`config.mk`:
```
export PLATFORM = sky130hd
export DESIGN_NAME = vlan_tag_edit_stream
export DESIGN_NICKNAME = d
export VERILOG_FILES = /design/src/sv/vte_pkg.sv /design/src/sv/vte_core.sv /design/src/sv/vte_burst.sv /design/src/sv/vlan_tag_edit_stream.sv
export VERILOG_INCLUDE_DIRS = /design/src /design/src/sv
export SDC_FILE = /design/constraint.sdc
export NUM_CORES = 1
export LEC_CHECK = 0
export ABC_AREA = 1
export BUFFER_PORTS_ARGS = -buffer_cell sky130_fd_sc_hd__buf_2
export CORE_ASPECT_RATIO = 1.75
export CORE_MARGIN = 1
export CORE_UTILIZATION = 52
export DETAILED_ROUTE_END_ITERATION = 7
export PLACE_DENSITY_LB_ADDON = 0.08
export SLEW_MARGIN = 20
export SYNTH_ARGS = -nofsm -noshare
export SYNTH_HDL_FRONTEND = slang
export SYNTH_SLANG_ARGS = --single-unit
```
`constraint.sdc`:
```
create_clock -name aclk -period 7.4 [get_ports aclk]
set_input_delay 0.37 -clock aclk [delete_from_list [all_inputs] [get_ports aclk]]
set_output_delay 0.37 -clock aclk [all_outputs]
set_load 0.01 [all_outputs]
```
`src/sv/vlan_tag_edit_stream_defines.svh`:
```
// Assertion helpers for the VLAN tag edit stream.
`ifndef VLAN_TAG_EDIT_STREAM_DEFINES_SVH
`define VLAN_TAG_EDIT_STREAM_DEFINES_SVH

// Same-cycle implication, checked out of reset.
`define VTE_ASSERT_IMP(lbl, ante, cons, msg) \
    lbl: assert property (@(posedge aclk) disable iff (!aresetn) (ante) |-> (cons)) \
        else $error(msg);

// Next-cycle implication, checked out of reset.
`define VTE_ASSERT_NXT(lbl, ante, cons, msg) \
    lbl: assert property (@(posedge aclk) disable iff (!aresetn) (ante) |=> (cons)) \
        else $error(msg);

`endif

```
`src/sv/vte_pkg.sv`:
```
`default_nettype none

package vte_pkg;

    // Operating modes.
    typedef enum logic [1:0] {
        MODE_NONE  = 2'd0,
        MODE_SET   = 2'd1,
        MODE_TAG   = 2'd2,
        MODE_STRIP = 2'd3
    } mode_t;

    // Register indexes (word address bits).
    localparam logic [1:0] REG_MODE  = 2'd0;
    localparam logic [1:0] REG_VLAN  = 2'd1;
    localparam logic [1:0] REG_PRIO  = 2'd2;

    // Header byte positions.
    localparam int         POS_W       = 5;
    localparam logic [4:0] POS_TYPE_HI = 5'd12;
    localparam logic [4:0] POS_TYPE_LO = 5'd13;
    localparam logic [4:0] POS_TCI_HI  = 5'd14;
    localparam logic [4:0] POS_TCI_LO  = 5'd15;
    localparam logic [4:0] POS_SAT     = 5'd16;

    // 802.1Q tag type bytes.
    localparam logic [7:0] TPID_HI = 8'h81;
    localparam logic [7:0] TPID_LO = 8'h00;

    // Most beats one input beat can produce, and its count width.
    localparam int RES_MAX = 6;
    localparam int CNT_W   = 3;

    typedef struct packed {
        mode_t       mode;
        logic [15:0] vlan_value;
        logic [2:0]  priority_cfg;
    } cfg_t;

    typedef struct packed {
        logic [15:0] mark;
        logic        last;
        logic        first;
        logic [7:0]  data;
    } beat_t;

    typedef struct packed {
        logic       last;
        logic [7:0] data;
    } res_t;

    // All output beats caused by one input beat.
    typedef struct packed {
        res_t [RES_MAX-1:0] ent;
        logic [CNT_W-1:0]   cnt;
        logic [15:0]        mark;
        logic               use_rule;
    } step_t;

    typedef struct packed {
        logic ready;
        logic final_beat;
    } burst_stat_t;

endpackage

`default_nettype wire

```
`src/sv/vte_core.sv`:
```
`default_nettype none

module vte_core (
    input  wire logic           aclk,
    input  wire logic           aresetn,
    input  wire vte_pkg::cfg_t  cfg,
    input  wire vte_pkg::beat_t beat,
    input  wire logic           fire,
    output vte_pkg::step_t      step
);
    import vte_pkg::*;

    logic [POS_W-1:0] pos_reg, pos_next;
    logic [7:0]       held_reg, held_next;
    logic             tagged_reg, tagged_next;
    logic [15:0]      mark_reg, mark_next;
    logic [7:0]       tci_hi_reg, tci_hi_next;

    function automatic res_t mk(input logic [7:0] d, input logic l);
        res_t r;
        r.data = d;
        r.last = l;
        return r;
    endfunction

    // Work out the output beats and the next frame state for one beat.
    always_comb begin
        logic             start;
        logic [POS_W-1:0] pos0;
        logic [15:0]      mark0;
        logic [15:0]      m;
        logic [15:0]      tci;
        logic             tag;
        logic             tagged0;
        logic             ins;
        logic [7:0]       d;
        logic             l;

        d       = beat.data;
        l       = beat.last;
        start   = beat.first || (pos_reg == '0);
        pos0    = start ? '0 : pos_reg;
        mark0   = start ? beat.mark : mark_reg;
        tagged0 = start ? 1'b0 : tagged_reg;
        ins     = (cfg.mode == MODE_TAG) && (mark0 != 16'd0);
        tci     = {tci_hi_reg, d};
        tag     = (held_reg == TPID_HI) && (d == TPID_LO);
        m       = mark0;

        held_next   = held_reg;
        tagged_next = tagged0;
        tci_hi_next = tci_hi_reg;
        step.ent    = '0;
        step.cnt    = '0;

        if (pos0 < POS_TYPE_HI) begin
            step.ent[0] = mk(d, l);
            step.cnt    = CNT_W'(1);
        end else if (pos0 == POS_TYPE_HI) begin
            // hold byte 12 until the type field is known
            held_next = d;
            if (l) begin
                step.ent[0] = mk(d, 1'b1);
                step.cnt    = CNT_W'(1);
            end
        end else if (pos0 == POS_TYPE_LO) begin
            tagged_next = tag;
            if (cfg.mode == MODE_SET && !tag
                && !(cfg.vlan_value == 16'd0 && mark0 == 16'd0)) begin
                if (cfg.vlan_value != 16'd0) m = cfg.vlan_value;
                if (cfg.priority_cfg != 3'd0) m = {cfg.priority_cfg, m[12:0]};
            end
            if (ins && !tag) begin
                // insert tag ahead of the type field
                step.ent[0] = mk(TPID_HI, 1'b0);
                step.ent[1] = mk(TPID_LO, 1'b0);
                step.ent[2] = mk(m[15:8], 1'b0);
                step.ent[3] = mk(m[7:0], 1'b0);
                step.ent[4] = mk(held_reg, 1'b0);
                step.ent[5] = mk(d, l);
                step.cnt    = CNT_W'(6);
            end else if (cfg.mode == MODE_STRIP && tag) begin
                if (l) begin
                    step.ent[0] = mk(TPID_HI, 1'b0);
                    step.ent[1] = mk(TPID_LO, 1'b1);
                    step.cnt    = CNT_W'(2);
                end
            end else begin
                step.ent[0] = mk(held_reg, 1'b0);
                step.ent[1] = mk(d, l);
                step.cnt    = CNT_W'(2);
            end
        end else if (pos0 == POS_TCI_HI) begin
            tci_hi_next = d;
            if (tagged0 && cfg.mode == MODE_STRIP) begin
                if (l) begin
                    step.ent[0] = mk(TPID_HI, 1'b0);
                    step.ent[1] = mk(TPID_LO, 1'b0);
                    step.ent[2] = mk(d, 1'b1);
                    step.cnt    = CNT_W'(3);
                end
            end else if (tagged0 && ins) begin
                if (l) begin
                    step.ent[0] = mk(d, 1'b1);
                    step.cnt    = CNT_W'(1);
                end
            end else begin
                step.ent[0] = mk(d, l);
                step.cnt    = CNT_W'(1);
            end
        end else if (pos0 == POS_TCI_LO) begin
            if (tagged0 && cfg.mode == MODE_SET) begin
                // rebuild the mark from the rule and the frame's TCI
                m = (cfg.vlan_value != 16'd0) ? cfg.vlan_value : {3'd0, tci[12:0]};
                if (cfg.priority_cfg == 3'd0) m = m | {tci[15:13], 13'd0};
                else m = {cfg.priority_cfg, m[12:0]};
                step.ent[0] = mk(d, l);
                step.cnt    = CNT_W'(1);
            end else if (tagged0 && ins) begin
                // overwrite the TCI with the mark
                step.ent[0] = mk(m[15:8], 1'b0);
                step.ent[1] = mk(m[7:0], l);
                step.cnt    = CNT_W'(2);
            end else if (tagged0 && cfg.mode == MODE_STRIP) begin
                if (l) begin
                    step.ent[0] = mk(TPID_HI, 1'b0);
                    step.ent[1] = mk(TPID_LO, 1'b0);
                    step.ent[2] = mk(tci_hi_reg, 1'b0);
                    step.ent[3] = mk(d, 1'b1);
                    step.cnt    = CNT_W'(4);
                end
            end else begin
                step.ent[0] = mk(d, l);
                step.cnt    = CNT_W'(1);
            end
        end else begin
            step.ent[0] = mk(d, l);
            step.cnt    = CNT_W'(1);
        end

        mark_next     = m;
        step.mark     = m;
        step.use_rule = !((cfg.mode == MODE_TAG) && (m == 16'd0));

        // advance the position, saturating past the header
        if (l) pos_next = '0;
        else if (pos0 < POS_SAT) pos_next = pos0 + POS_W'(1);
        else pos_next = pos0;
    end

    // Hold frame state; advance only when a beat is taken.
    always_ff @(posedge aclk) begin
        if (!aresetn) begin
            pos_reg    <= '0;
            held_reg   <= '0;
            tagged_reg <= 1'b0;
            mark_reg   <= '0;
            tci_hi_reg <= '0;
        end else if (fire) begin
            pos_reg    <= pos_next;
            held_reg   <= held_next;
            tagged_reg <= tagged_next;
            mark_reg   <= mark_next;
            tci_hi_reg <= tci_hi_next;
        end
    end

endmodule

`default_nettype wire

```
`src/sv/vte_burst.sv`:
```
`default_nettype none

module vte_burst (
    input  wire logic           aclk,
    input  wire logic           aresetn,
    input  wire logic           load,
    input  wire vte_pkg::step_t step,
    output vte_pkg::burst_stat_t stat,
    output logic                m_tvalid,
    input  wire logic           m_tready,
    output logic [23:0]         m_tdata,   // data_out[7:0], mark_out[23:8]
    output logic                m_tlast,
    output logic                m_tuser    // use_rule_target
);
    import vte_pkg::*;

    res_t [RES_MAX-1:0] ent_reg;
    logic [15:0]        mark_reg;
    logic               rule_reg;
    logic [CNT_W-1:0]   idx_reg;
    logic [CNT_W-1:0]   rem_reg;

    // Take a new burst once the current one is gone or leaving now.
    assign stat.ready      = (rem_reg == '0) || ((rem_reg == CNT_W'(1)) && m_tready);
    assign stat.final_beat = (rem_reg == CNT_W'(1));

    assign m_tvalid = (rem_reg != '0);
    assign m_tdata  = {mark_reg, ent_reg[idx_reg].data};
    assign m_tlast  = ent_reg[idx_reg].last;
    assign m_tuser  = rule_reg;

    // Hold burst payload.
    always_ff @(posedge aclk) begin
        if (load) begin
            ent_reg  <= step.ent;
            mark_reg <= step.mark;
            rule_reg <= step.use_rule;
        end
    end

    // Advance through the burst one beat per handshake.
    always_ff @(posedge aclk) begin
        if (!aresetn) begin
            idx_reg <= '0;
            rem_reg <= '0;
        end else if (load) begin
            idx_reg <= '0;
            rem_reg <= step.cnt;
        end else if (m_tvalid && m_tready) begin
            idx_reg <= idx_reg + CNT_W'(1);
            rem_reg <= rem_reg - CNT_W'(1);
        end
    end

endmodule

`default_nettype wire

```
`src/sv/vlan_tag_edit_stream.sv`:
```
// VLAN tag edit stream: takes an Ethernet frame one byte per beat with a
// 16-bit VLAN mark on the first beat, and inserts, rewrites or strips an
// 802.1Q tag or updates the mark as the mode register says. Each input beat
// passes an input register and then yields a burst of zero to six output
// beats from a small result buffer. Input is taken every cycle while each
// beat yields one output beat and m_tready is high; a beat that yields more
// output beats holds the input until its burst is on its final beat.
// Registers: mode at 0x0, vlan_value at 0x4, priority_cfg at 0x8; write
// them only while no frame is in flight.
`default_nettype none

`include "vlan_tag_edit_stream_defines.svh"

module vlan_tag_edit_stream (
    input  wire logic        aclk,
    input  wire logic        aresetn,
    // input frame
    input  wire logic        s_tvalid,
    output logic             s_tready,
    input  wire logic [23:0] s_tdata,   // data[7:0], mark_in[23:8]
    input  wire logic        s_tlast,
    input  wire logic        s_tuser,   // first
    // output frame
    output logic             m_tvalid,
    input  wire logic        m_tready,
    output logic [23:0]      m_tdata,   // data_out[7:0], mark_out[23:8]
    output logic             m_tlast,
    output logic             m_tuser,   // use_rule_target
    // configuration
    input  wire logic        psel,
    input  wire logic        penable,
    input  wire logic        pwrite,
    input  wire logic [3:0]  paddr,
    input  wire logic [31:0] pwdata,
    output logic [31:0]      prdata,
    output logic             pready
);
    import vte_pkg::*;

    cfg_t        cfg_reg;
    logic        in_valid_reg;
    beat_t       in_beat_reg;
    logic        fire;
    step_t       step;
    burst_stat_t bstat;
    logic        wr_en;

    // Register port.
    assign pready = 1'b1;
    assign wr_en  = psel && penable && pwrite && pready;

    always_ff @(posedge aclk) begin
        if (!aresetn) begin
            cfg_reg.mode         <= MODE_NONE;
            cfg_reg.vlan_value   <= '0;
            cfg_reg.priority_cfg <= '0;
        end else if (wr_en) begin
            unique case (paddr[3:2])
                REG_MODE: cfg_reg.mode         <= mode_t'(pwdata[1:0]);
                REG_VLAN: cfg_reg.vlan_value   <= pwdata[15:0];
                REG_PRIO: cfg_reg.priority_cfg <= pwdata[2:0];
                default: ;
            endcase
        end
    end

    always_comb begin
        unique case (paddr[3:2])
            REG_MODE: prdata = {30'd0, cfg_reg.mode};
            REG_VLAN: prdata = {16'd0, cfg_reg.vlan_value};
            REG_PRIO: prdata = {29'd0, cfg_reg.priority_cfg};
            default:  prdata = '0;
        endcase
    end

    // Input register: hold one beat while the result buffer is busy.
    assign fire     = in_valid_reg && bstat.ready;
    assign s_tready = !in_valid_reg || bstat.ready;

    always_ff @(posedge aclk) begin
        if (!aresetn) begin
            in_valid_reg <= 1'b0;
        end else if (s_tready) begin
            in_valid_reg <= s_tvalid;
        end
    end

    always_ff @(posedge aclk) begin
        if (s_tvalid && s_tready) begin
            in_beat_reg.data  <= s_tdata[7:0];
            in_beat_reg.mark  <= s_tdata[23:8];
            in_beat_reg.first <= s_tuser;
            in_beat_reg.last  <= s_tlast;
        end
    end

    vte_core u_core (
        .aclk    (aclk),
        .aresetn (aresetn),
        .cfg     (cfg_reg),
        .beat    (in_beat_reg),
        .fire    (fire),
        .step    (step)
    );

    vte_burst u_burst (
        .aclk     (aclk),
        .aresetn  (aresetn),
        .load     (fire),
        .step     (step),
        .stat     (bstat),
        .m_tvalid (m_tvalid),
        .m_tready (m_tready),
        .m_tdata  (m_tdata),
        .m_tlast  (m_tlast),
        .m_tuser  (m_tuser)
    );

    // Forced accept only comes from tag mode with a zero mark.
    `VTE_ASSERT_IMP(a_forced_accept, m_tvalid && !m_tuser, cfg_reg.mode == MODE_TAG && m_tdata[23:8] == 16'd0, "forced accept outside tag mode")
    // The frame's final byte always closes its burst.
    `VTE_ASSERT_IMP(a_last_ends_burst, m_tvalid && m_tlast, bstat.final_beat, "last byte not at end of burst")
    // A pending input beat survives an output stall.
    `VTE_ASSERT_NXT(a_hold_pending, in_valid_reg && m_tvalid && !m_tready, in_valid_reg, "pending beat lost during stall")

endmodule

`default_nettype wire
```
==> impl_metrics.yaml, run 1 <==
floorplan:
  start_util: 0.530
  rows: 63
  die-area_mm2: 0.0178
  coreArea_mm2: 0.0169
  die_x_um: 101
  ioPinCount: 130
  die_y_um: 176
sta:
  tightest_slew_ps: 1080
  fin_setup_tns_ps: 0
  slew_headroom: 0.276
  clock_skew_ps: 12.4
  finalMaxSlewViolations: 0
  period_share: 0.598
  rsz0062_at_grt: "false"
  fmax_mhz: 226
  final-setup-viol-count: 0
  hold_viol: 0
  final.min_clock_period_ps: 4430
global_route:
  track_usage: 0.329
  grt_pass1_wl_um: 42800
  overflow: 0
  use_met3: 0.0493
  grt_max_degree: 85
  gr-usage-met2: 0.554
  grt-busiest-layer: "met2"
  met1_usage: 0.353
  grt_pass1_vias: 7723
  antenna_found_initial: 0
logic_synthesis:
  synthXorXnorAreaFrac: 0.000976
  synth.most_common_cell: "nand2_1"
  synth_top_family_by_area: "simple AND/OR/NAND/NOR gates"
  netlist_instances: 1158
  synth_ff_type: "edfxtp_1"
  synthTopCellsByCount: "nand2_1, nor2_1, inv_1, o21ai_0, edfxtp_1"
  synth-compound-area-share: 0.155
  synthesis.area_mm2: 0.00898
  async_reset_ff_frac: 0
  ys_seq_area_frac: 0.468
  synthSimpleGateAreaFrac: 0.267
  yosys.area.top_type_share: 0.321
  netlist_top_cells_area: "edfxtp_1, dfxtp_1, nand2_1"
  synth_cell_types: 44
  muxShareOfSynthArea: 0
  syn_area_per_cell_um2: 7.75
  synth_top_cell_by_area: "edfxtp_1"
  synthAdderAreaFrac: 0.0112
  synth-edff-count: 96
  yosys_warnings: 0
  synth-seq-cells: 162
layout:
  largest_register_ffs: 53
  n_antenna_cell: 0
  nNetsFinal: 1302
  drive_gt1_frac: 0.143
  fill_cells: 1609
  area_delta_synth_final_pct: 11.7
setup_path:
  r2r-start: "in_beat_reg[8]"
  endpoint_kind: "register"
  slowest_delay_ps: 810
  required_ps: 7590
  crit_slowest_cell: "inv_1"
  cp.arrival_ps: 4610
  critPathLaunchType: "register"
  crit_path_start: "in_beat_reg[8]"
  cp_cell_sequence: "inv_2 -> nand2_4 -> nor2_1 -> ha_1 -> nand2_2 -> inv_1 -> o21ai_0 -> nand2_1 -> nand3_1 -> nor2_1 -> nand2_1 -> nor2_1 -> nand2_1 -> nor2_1 -> nand2_1"
  critPathKind: "reg2reg"
  critical_path_peak_fanout: 35
clock_network:
  cts_setup_buffers: 0
  clk_pin_slew_ps: 60
  numClockSinks: 162
  cts_buffer_depth: 2
  cts_tree: "done"
  htree_levels: 4
  cts_hold_buf: 0
  insertion_delay_ps: 430
  root_buffer: "clkbuf_16"
  cts_made_buffers: 17
  cts_resized: 0
routing:
  wl_per_cell_um: 19.4
  drcViolationCount: 0
  routed_wl_um: 28400
  via_per_inst: 5.66
  dr.pass1.iters: 5
  drt_iter0_markers: 548
  vias: 8299
  ant_nets: 0
run:
  cap_violations: 0
pwr:
  p_per_area_mw_per_mm2: 266
  p_leak_uw: 0.00414
  power_uw: 2660
  peakVddDrop_uv: 165
hold_path:
  hp-class: "in2reg"
  hp-start: "s_tdata[17]"
run_status:
  outcome: "finished clean"
placed_design:
  portBuffers: 94
  hpwlAfterDp_um: 21000
  gp_congestion: 1.00
[critical path: cells and delay by family, from the launching register on]
kind / cells / cell delay (ps)
flops: 1 / 400
buf+inv: 2 / 1090
compound gates: 1 / 460
simple gates: 11 / 1910
fa+ha+maj: 1 / 310
[per-layer routing]
metal	vias up	routed length (µm)
met5	-	0
met4	0	2520
met3	117	1420
met2	354	14200
met1	3838	10300
li1	3990	-
[final timing paths]
check	endpoint	slack [ps]	cells after the start
min reg2reg	u_core.mark_reg[13]	480	2
max	u_burst.m_tuser	2970	15
max reg2reg	u_burst.m_tuser	2970	15
min	in_beat_reg[19]	110	1
[cell usage in the layout, fill, tap and decap left out, types with 2 or more instances in the layout]
cell type	netlist	layout
a21oi_1	75	75
a31oi_1	6	6
buf_2	14	94
buf_4	20	7
bufinv_16	0	2
clkbuf_16	0	17
clkinv_1	3	6
clkinv_4	0	5
clkinvlp_4	0	3
conb_1	2	17
dfxtp_1	66	66
edfxtp_1	96	96
ha_1	8	8
inv_1	117	116
inv_2	8	9
nand2_1	250	250
nand2_2	10	10
nand2_4	4	4
nand3_1	93	93
nand3_2	3	3
nand3_4	2	2
nand4_1	15	15
nor2_1	132	132
nor2_2	9	9
nor2_4	4	4
nor2_8	2	2
nor3_1	9	9
o211ai_1	11	11
o21ai_0	116	116
o21ai_1	9	9
o221ai_1	2	2
o22ai_1	13	13
o311ai_1	4	4
o32ai_1	10	10
[area by class of cell]
cell class / instances / area [µm²] / area share
Timing Repair Buffer: 101 / 523 / 0.0522
Clock buffer: 18 / 429 / 0.0428
Clock inverter: 14 / 143 / 0.0142
Inverter: 128 / 480 / 0.0479
Sequential cell: 162 / 4200 / 0.419
Tap cell: 227 / 284 / 0.0283
Multi-Input combinational cell: 815 / 3970 / 0.395
[stage by stage]
step | instance area, µm² | instances | hold slack [ps] | setup WS (ps) | utilization
CTS | 10000 | 1465 | 105 | 3030 | 0.592
global placement | 9460 | 1433 | 463 | 3010 | 0.558
floorplan | 9030 | 1173 | 454 | 4550 | -
global route | 10000 | 1465 | 102 | 2660 | 0.592
finish | 10000 | 1465 | 112 | 2970 | 0.592
detailed placement | 9460 | 1433 | 474 | 3020 | 0.558
[power breakdown]
group          switching, µW  internal [µW]
sequential              80.1           1120
clock                    371            494
combinational            425            171
total                    877           1790
[cells by family (layout without fill, tap and decap cells)]
| kind of cell | Yosys count | count (layout) |
|---|---|---|
| compound gates | 251 | 251 |
| xor+xnor | 1 | 1 |
| fa+ha+maj | 8 | 8 |
| buf+inv | 196 | 261 |
| flops | 162 | 162 |
| other cells | 2 | 17 |
| simple gates | 538 | 538 |
Power figures use the tool's default switching activity.
==> run 2, diff against run 1 <==
==> constraint.sdc (replaced) <==
create_clock -name aclk -period 4.2 [get_ports aclk]
set_input_delay 0.21 -clock aclk [delete_from_list [all_inputs] [get_ports aclk]]
set_output_delay 0.21 -clock aclk [all_outputs]
set_load 0.01 [all_outputs]
==> run 2 against run 1 <==
Compared with the run above:
- sequential power up 74%
- global-route usage is 0.81 points higher
- combinational power grew 89%
- clock power grew 73%
- core utilization is 2.1 points higher
- clock-buffer cell count increased by 2
- critical endpoint unchanged
- largest cell class unchanged
==> impl_metrics.yaml, run 2 (synthesized netlist as in run 1, its figures left out) <==
setup_path:
  crit_buf_inv: 3
  required_ps: 4400
  crit_slowest_cell: "edfxtp_1"
  crit_family: "simple AND/OR/NAND/NOR gates"
  critical_path_peak_fanout: 21
  cp.arrival_ps: 3770
  critPathLaunchType: "register"
  endpoint_kind: "register"
  rrSetupSlack_ps: 630
  slowest_delay_ps: 400
  cp_cell_sequence: "inv_2 -> nand2_4 -> nor2_1 -> ha_1 -> inv_1 -> nor2_1 -> inv_1 -> nor2_4 -> nand2_1 -> nor2_4 -> o21ai_0 -> nand2_1 -> nand3_1 -> nor2_1 -> nand2_1 -> nor2_1 -> nand2_1 -> nor2_1 -> nand2_1"
  critPathKind: "reg2reg"
sta:
  clock_skew_ps: 10.7
  finalMaxSlewViolations: 0
  final.min_clock_period_ps: 3570
  final-setup-viol-count: 0
  tightest_slew_ps: 998
  fmax_mhz: 280
  hold_viol: 0
  slew_headroom: 0.330
  rsz0062_at_grt: "false"
  fin_setup_tns_ps: 0
  whs_ps: 12.6
  period_share: 0.850
pwr:
  swShare: 0.335
  p_leak_uw: 0.00431
  p_clk_frac: 0.317
  p_sw_uw: 1580
  internal_power_uw: 3130
  power_uw: 4710
  peakVddDrop_uv: 568
  power_frac_seq: 0.443
  pwr-share-comb: 0.240
  p_per_area_mw_per_mm2: 454
clock_network:
  cts_resized: 0
  htree_levels: 4
  insertion_delay_ps: 440
  cts_tree: "done"
  numClockSinks: 162
  cts_setup_buffers: 0
  cts_made_buffers: 17
  cts_hold_buf: 26
  cts_buffer_depth: 2
  clk_pin_slew_ps: 60
  root_buffer: "clkbuf_16"
run_status:
  outcome: "finished clean"
global_route:
  grt_pass1_vias: 8123
  met1_usage: 0.350
  grt-busiest-layer: "met2"
  gr-usage-met2: 0.594
  track_usage: 0.337
  grt_max_degree: 66
  grt_pass1_wl_um: 43600
  use_met3: 0.0470
  overflow: 0
  antenna_found_initial: 0
routing:
  wl_per_cell_um: 19.1
  vias: 8360
  dr.pass1.iters: 7
  drcViolationCount: 0
  drt_iter0_markers: 559
  via_per_inst: 5.57
  ant_nets: 0
  routed_wl_um: 28700
layout:
  final_area_mm2: 0.0104
  final_cell_mix: "nand2_1, nor2_1, inv_1, o21ai_0, edfxtp_1"
  fin_cells: 1502
  nNetsFinal: 1339
  n_antenna_cell: 0
  final_common_cell: "nand2_1"
  drive_gt1_frac: 0.150
  largest_register_ffs: 53
  area_delta_synth_final_pct: 15.7
floorplan:
  ioPinCount: 130
  coreArea_mm2: 0.0169
  die-area_mm2: 0.0178
  die_x_um: 101
  die_y_um: 176
  start_util: 0.530
  rows: 63
placed_design:
  dp_cells: 1444
  gp_congestion: 0.997
  portBuffers: 94
  placed_area_mm2: 0.00956
  hpwlAfterDp_um: 21200
run:
  cap_violations: 0
hold_path:
  hp-class: "in2reg"
-- run 2: routing by layer --
| layer | up-vias | part of all wire |
|---|---|---|
| li1 | 4066 | - |
| met1 | 3836 | 0.36 |
| met2 | 351 | 0.51 |
| met3 | 107 | 0.047 |
| met4 | 0 | 0.083 |
| met5 | - | 0 |
-- run 2: final timing paths --
check                           cells past startpoint                from                 end
worst max-delay path                               19      in_beat_reg[8]     u_burst.m_tuser
worst min-delay path                                3           pwdata[2]          cfg_reg[2]
worst max register to register                     19      in_beat_reg[8]     u_burst.m_tuser
worst min register to register                      2  u_core.mark_reg[9]  u_core.mark_reg[9]
-- run 2: final cells by class --
type                            count  area [µm²]
Fill cell                        1618        6560
Multi-Input combinational cell    815        3970
Tap cell                          227         284
Clock inverter                     12        97.6
Timing Repair Buffer              138         878
Sequential cell                   162        4200
Clock buffer                       20         468
Inverter                          128         480
-- run 2: stage by stage --
| stage | setup WS, ps | util |
|---|---|---|
| after CTS | 600 | 0.613 |
| after global routing | 180 | 0.613 |
| final | 631 | 0.613 |
| after floorplan | 1350 | - |
| after detailed placement | 610 | 0.564 |
| after global placement | 651 | 0.564 |
-- run 2: tightest hold or removal path: stages --
cell	delay, ps
buf_2	90
nor2_1	40
nor2_1	80
-- run 2: power by group through the flow --
| stage | Combinational, µW | Clock (µW) | Sequential (µW) |
|---|---|---|---|
| global placement | 1100 | 0 | 2110 |
| detailed placement | 1110 | 0 | 2120 |
| global route | 1250 | 1570 | 2100 |
| finish | 1130 | 1500 | 2090 |
| CTS | 1130 | 1510 | 2080 |
| floorplan | 712 | 0 | 2090 |
==> run 3, diff against run 2 <==
--- a/config.mk
+++ b/config.mk
@@ -6,7 +6,7 @@
 export SDC_FILE = /design/constraint.sdc
 export NUM_CORES = 1
 export LEC_CHECK = 0
-export ABC_AREA = 1
+export ABC_AREA = 0
 export BUFFER_PORTS_ARGS = -buffer_cell sky130_fd_sc_hd__buf_2
 export CORE_ASPECT_RATIO = 1.75
 export CORE_MARGIN = 1
==> constraint.sdc (replaced) <==
create_clock -name aclk -period 3.1 [get_ports aclk]
set_input_delay 0.155 -clock aclk [delete_from_list [all_inputs] [get_ports aclk]]
set_output_delay 0.155 -clock aclk [all_outputs]
set_load 0.01 [all_outputs]
==> run 3 against run 2 <==
Compared with the run above:
- via count fell by 8.2%
- sequential power rose by 35%
- die area fell by 4.0%
- synthesized cell count fell by 23%
- synthesized area fell by 4.0%
- sequential share of layout area fell by 1.8 points
- clock power rose by 29%
- register-to-register slack got worse by 470 ps
- critical path type unchanged
- critical endpoint unchanged
- largest power group unchanged
==> impl_metrics.yaml, run 3 <==
run_status:
  outcome: "finished clean"
layout:
  fin_cells: 1304
  area_delta_synth_final_pct: 26.2
  n_antenna_cell: 0
  final_common_cell: "nand2_1"
  nNetsFinal: 1179
  final_core_util: 0.678
  final_cell_mix: "nand2_1, buf_4, edfxtp_1, buf_2, nor2_1"
  final_area_mm2: 0.0109
  drive_gt1_frac: 0.243
  largest_register_ffs: 53
logic_synthesis:
  synth_top_cell_by_area: "edfxtp_1"
  synth-edff-count: 96
  syn_area_per_cell_um2: 9.63
  netlist_top_cells_area: "edfxtp_1, dfxtp_1, mux2i_1"
  synth.most_common_cell: "nand2_1"
  synth-seq-cells: 162
  async_reset_ff_frac: 0
  synthTopCellsByCount: "nand2_1, edfxtp_1, nor2_1, a21oi_1, dfxtp_1"
  netlist_instances: 895
  ys_seq_area_frac: 0.488
  synth_cell_types: 72
  synth_ff_type: "edfxtp_1"
  synthesis.area_mm2: 0.00861
  yosys_warnings: 0
  yosys.area.top_type_share: 0.335
sta:
  final.min_clock_period_ps: 2940
  rsz0062_at_grt: "false"
  finalMaxSlewViolations: 0
  period_share: 0.947
  tightest_slew_ps: 871
  hold_viol: 0
  fmax_mhz: 341
  clock_skew_ps: 14.1
  fin_setup_tns_ps: 0
  slew_headroom: 0.419
  final-setup-viol-count: 0
setup_path:
  worstRegToRegCells: 10
  endpoint_kind: "register"
  crit_path_start: "in_beat_reg[8]"
  r2r-start: "in_beat_reg[8]"
  critical_path_peak_fanout: 4
  cp.arrival_ps: 3110
  cp_cell_sequence: "nand2b_4 -> ha_1 -> and4bb_2 -> nand2b_1 -> nand3_1 -> a2bb2oi_1 -> o21ai_0 -> inv_1 -> nor4b_2 -> nand4_1"
  slowest_delay_ps: 420
  crit_slowest_cell: "edfxtp_1"
  timing.critical_path.to: "u_burst.m_tuser"
  rrSetupSlack_ps: 160
  critPathLaunchType: "register"
  required_ps: 3270
  worstReg2RegEnd: "u_burst.m_tuser"
  critPathKind: "reg2reg"
clock_network:
  numClockSinks: 162
  clk_pin_slew_ps: 70
  cts_tree: "done"
  cts_made_buffers: 17
  root_buffer: "clkbuf_16"
  insertion_delay_ps: 430
  cts_buffer_depth: 2
  htree_levels: 4
floorplan:
  die_x_um: 99.3
  start_util: 0.537
  die_y_um: 172
  ioPinCount: 130
  die-area_mm2: 0.0171
  rows: 61
  coreArea_mm2: 0.0160
global_route:
  grt_max_degree: 46
  grt_pass1_wl_um: 42400
  overflow: 0
  antenna_found_initial: 0
  grt_pass1_vias: 7695
  track_usage: 0.334
pwr:
  p_per_area_mw_per_mm2: 578
  p_leak_uw: 0.00423
  peakVddDrop_uv: 385
run:
  cap_violations: 0
routing:
  vias: 7674
  ant_nets: 0
  wl_per_cell_um: 21.2
  drcViolationCount: 0
  drt_iter0_markers: 507
  routed_wl_um: 27600
  via_per_inst: 5.88
  dr.pass1.iters: 5
hold_path:
  hp-class: "in2reg"
placed_design:
  dp_cells: 1229
  portBuffers: 94
  gp_congestion: 0.980
  hpwlAfterDp_um: 20800
  placed_area_mm2: 0.00990
run 3: power by group:
| part | total (µW) | internal [µW] | leakage, µW | switching (µW) |
|---|---|---|---|---|
| logic | 1540 | 655 | 0.00254 | 885 |
| clock network | 1930 | 1030 | 0.000248 | 896 |
| registers | 2820 | 2640 | 0.00145 | 179 |
run 3: what timing repair did:
action	CTS	global route
hold endpoints to repair	43	0
setup endpoints to repair	0	1
setup buffers	0	0
hold buffers	43	0
resized for setup	0	2
run 3: per-stage QoR:
stage,hold slack [ps],worst slack (ps),power [µW]
after floorplan,254,35.9,3710
after global placement,331,136,4280
after detailed placement,333,120,4340
after CTS,16.1,119,6290
after global routing,53.5,8.41,6540
final,29.8,163,6280
run 3: worst min-delay path by stage:
stage | from | endpoint | slack, ps | depth (start not counted)
after floorplan | s_tdata[0] | in_beat_reg[0] | 250 | 0
after global placement | s_tdata[17] | in_beat_reg[19] | 330 | 1
after detailed placement | s_tdata[16] | in_beat_reg[18] | 330 | 1
after CTS | aresetn | u_burst.rem_reg[0] | 20 | 3
after global routing | aresetn | u_burst.rem_reg[0] | 50 | 3
final | aresetn | u_burst.rem_reg[0] | 30 | 3
run 3: critical path: cells and delay by family, from the launching register on:
family | cells | cell delay (ps)
compound gates | 2 | 510
simple gates | 6 | 1390
fa+ha+maj | 1 | 220
buf+inv | 1 | 140
flops | 1 | 420
run 3: area by class of cell:
class	instances	area, µm²
tap	189	236
inverter	25	97.6
fill	1251	5150
sequential	162	4200
clock inverter	14	103
timing repair buffer	249	1750
clock buffer	18	429
multi-input combinational	647	4050
run 3: kinds of logic after synthesis:
kind of cell | Yosys count | synth area share
other | 2 | 0.000872
and+or+nand+nor | 339 | 0.193
adders and majority gates | 8 | 0.0116
buffers and inverters | 101 | 0.0546
DFF | 162 | 0.488
AOI/OAI and AO/OA | 222 | 0.170
xor gates and xnor gates | 3 | 0.00305
muxes | 58 | 0.0792
run 3: metal layers:
metal / up-vias / GRT usage / share of wire
met1: 3637 / 0.361 / 0.37
met5: - / 0 / 0
met2: 318 / 0.623 / 0.54
met3: 76 / 0.0388 / 0.042
li1: 3643 / - / -
met4: 0 / 0.189 / 0.049
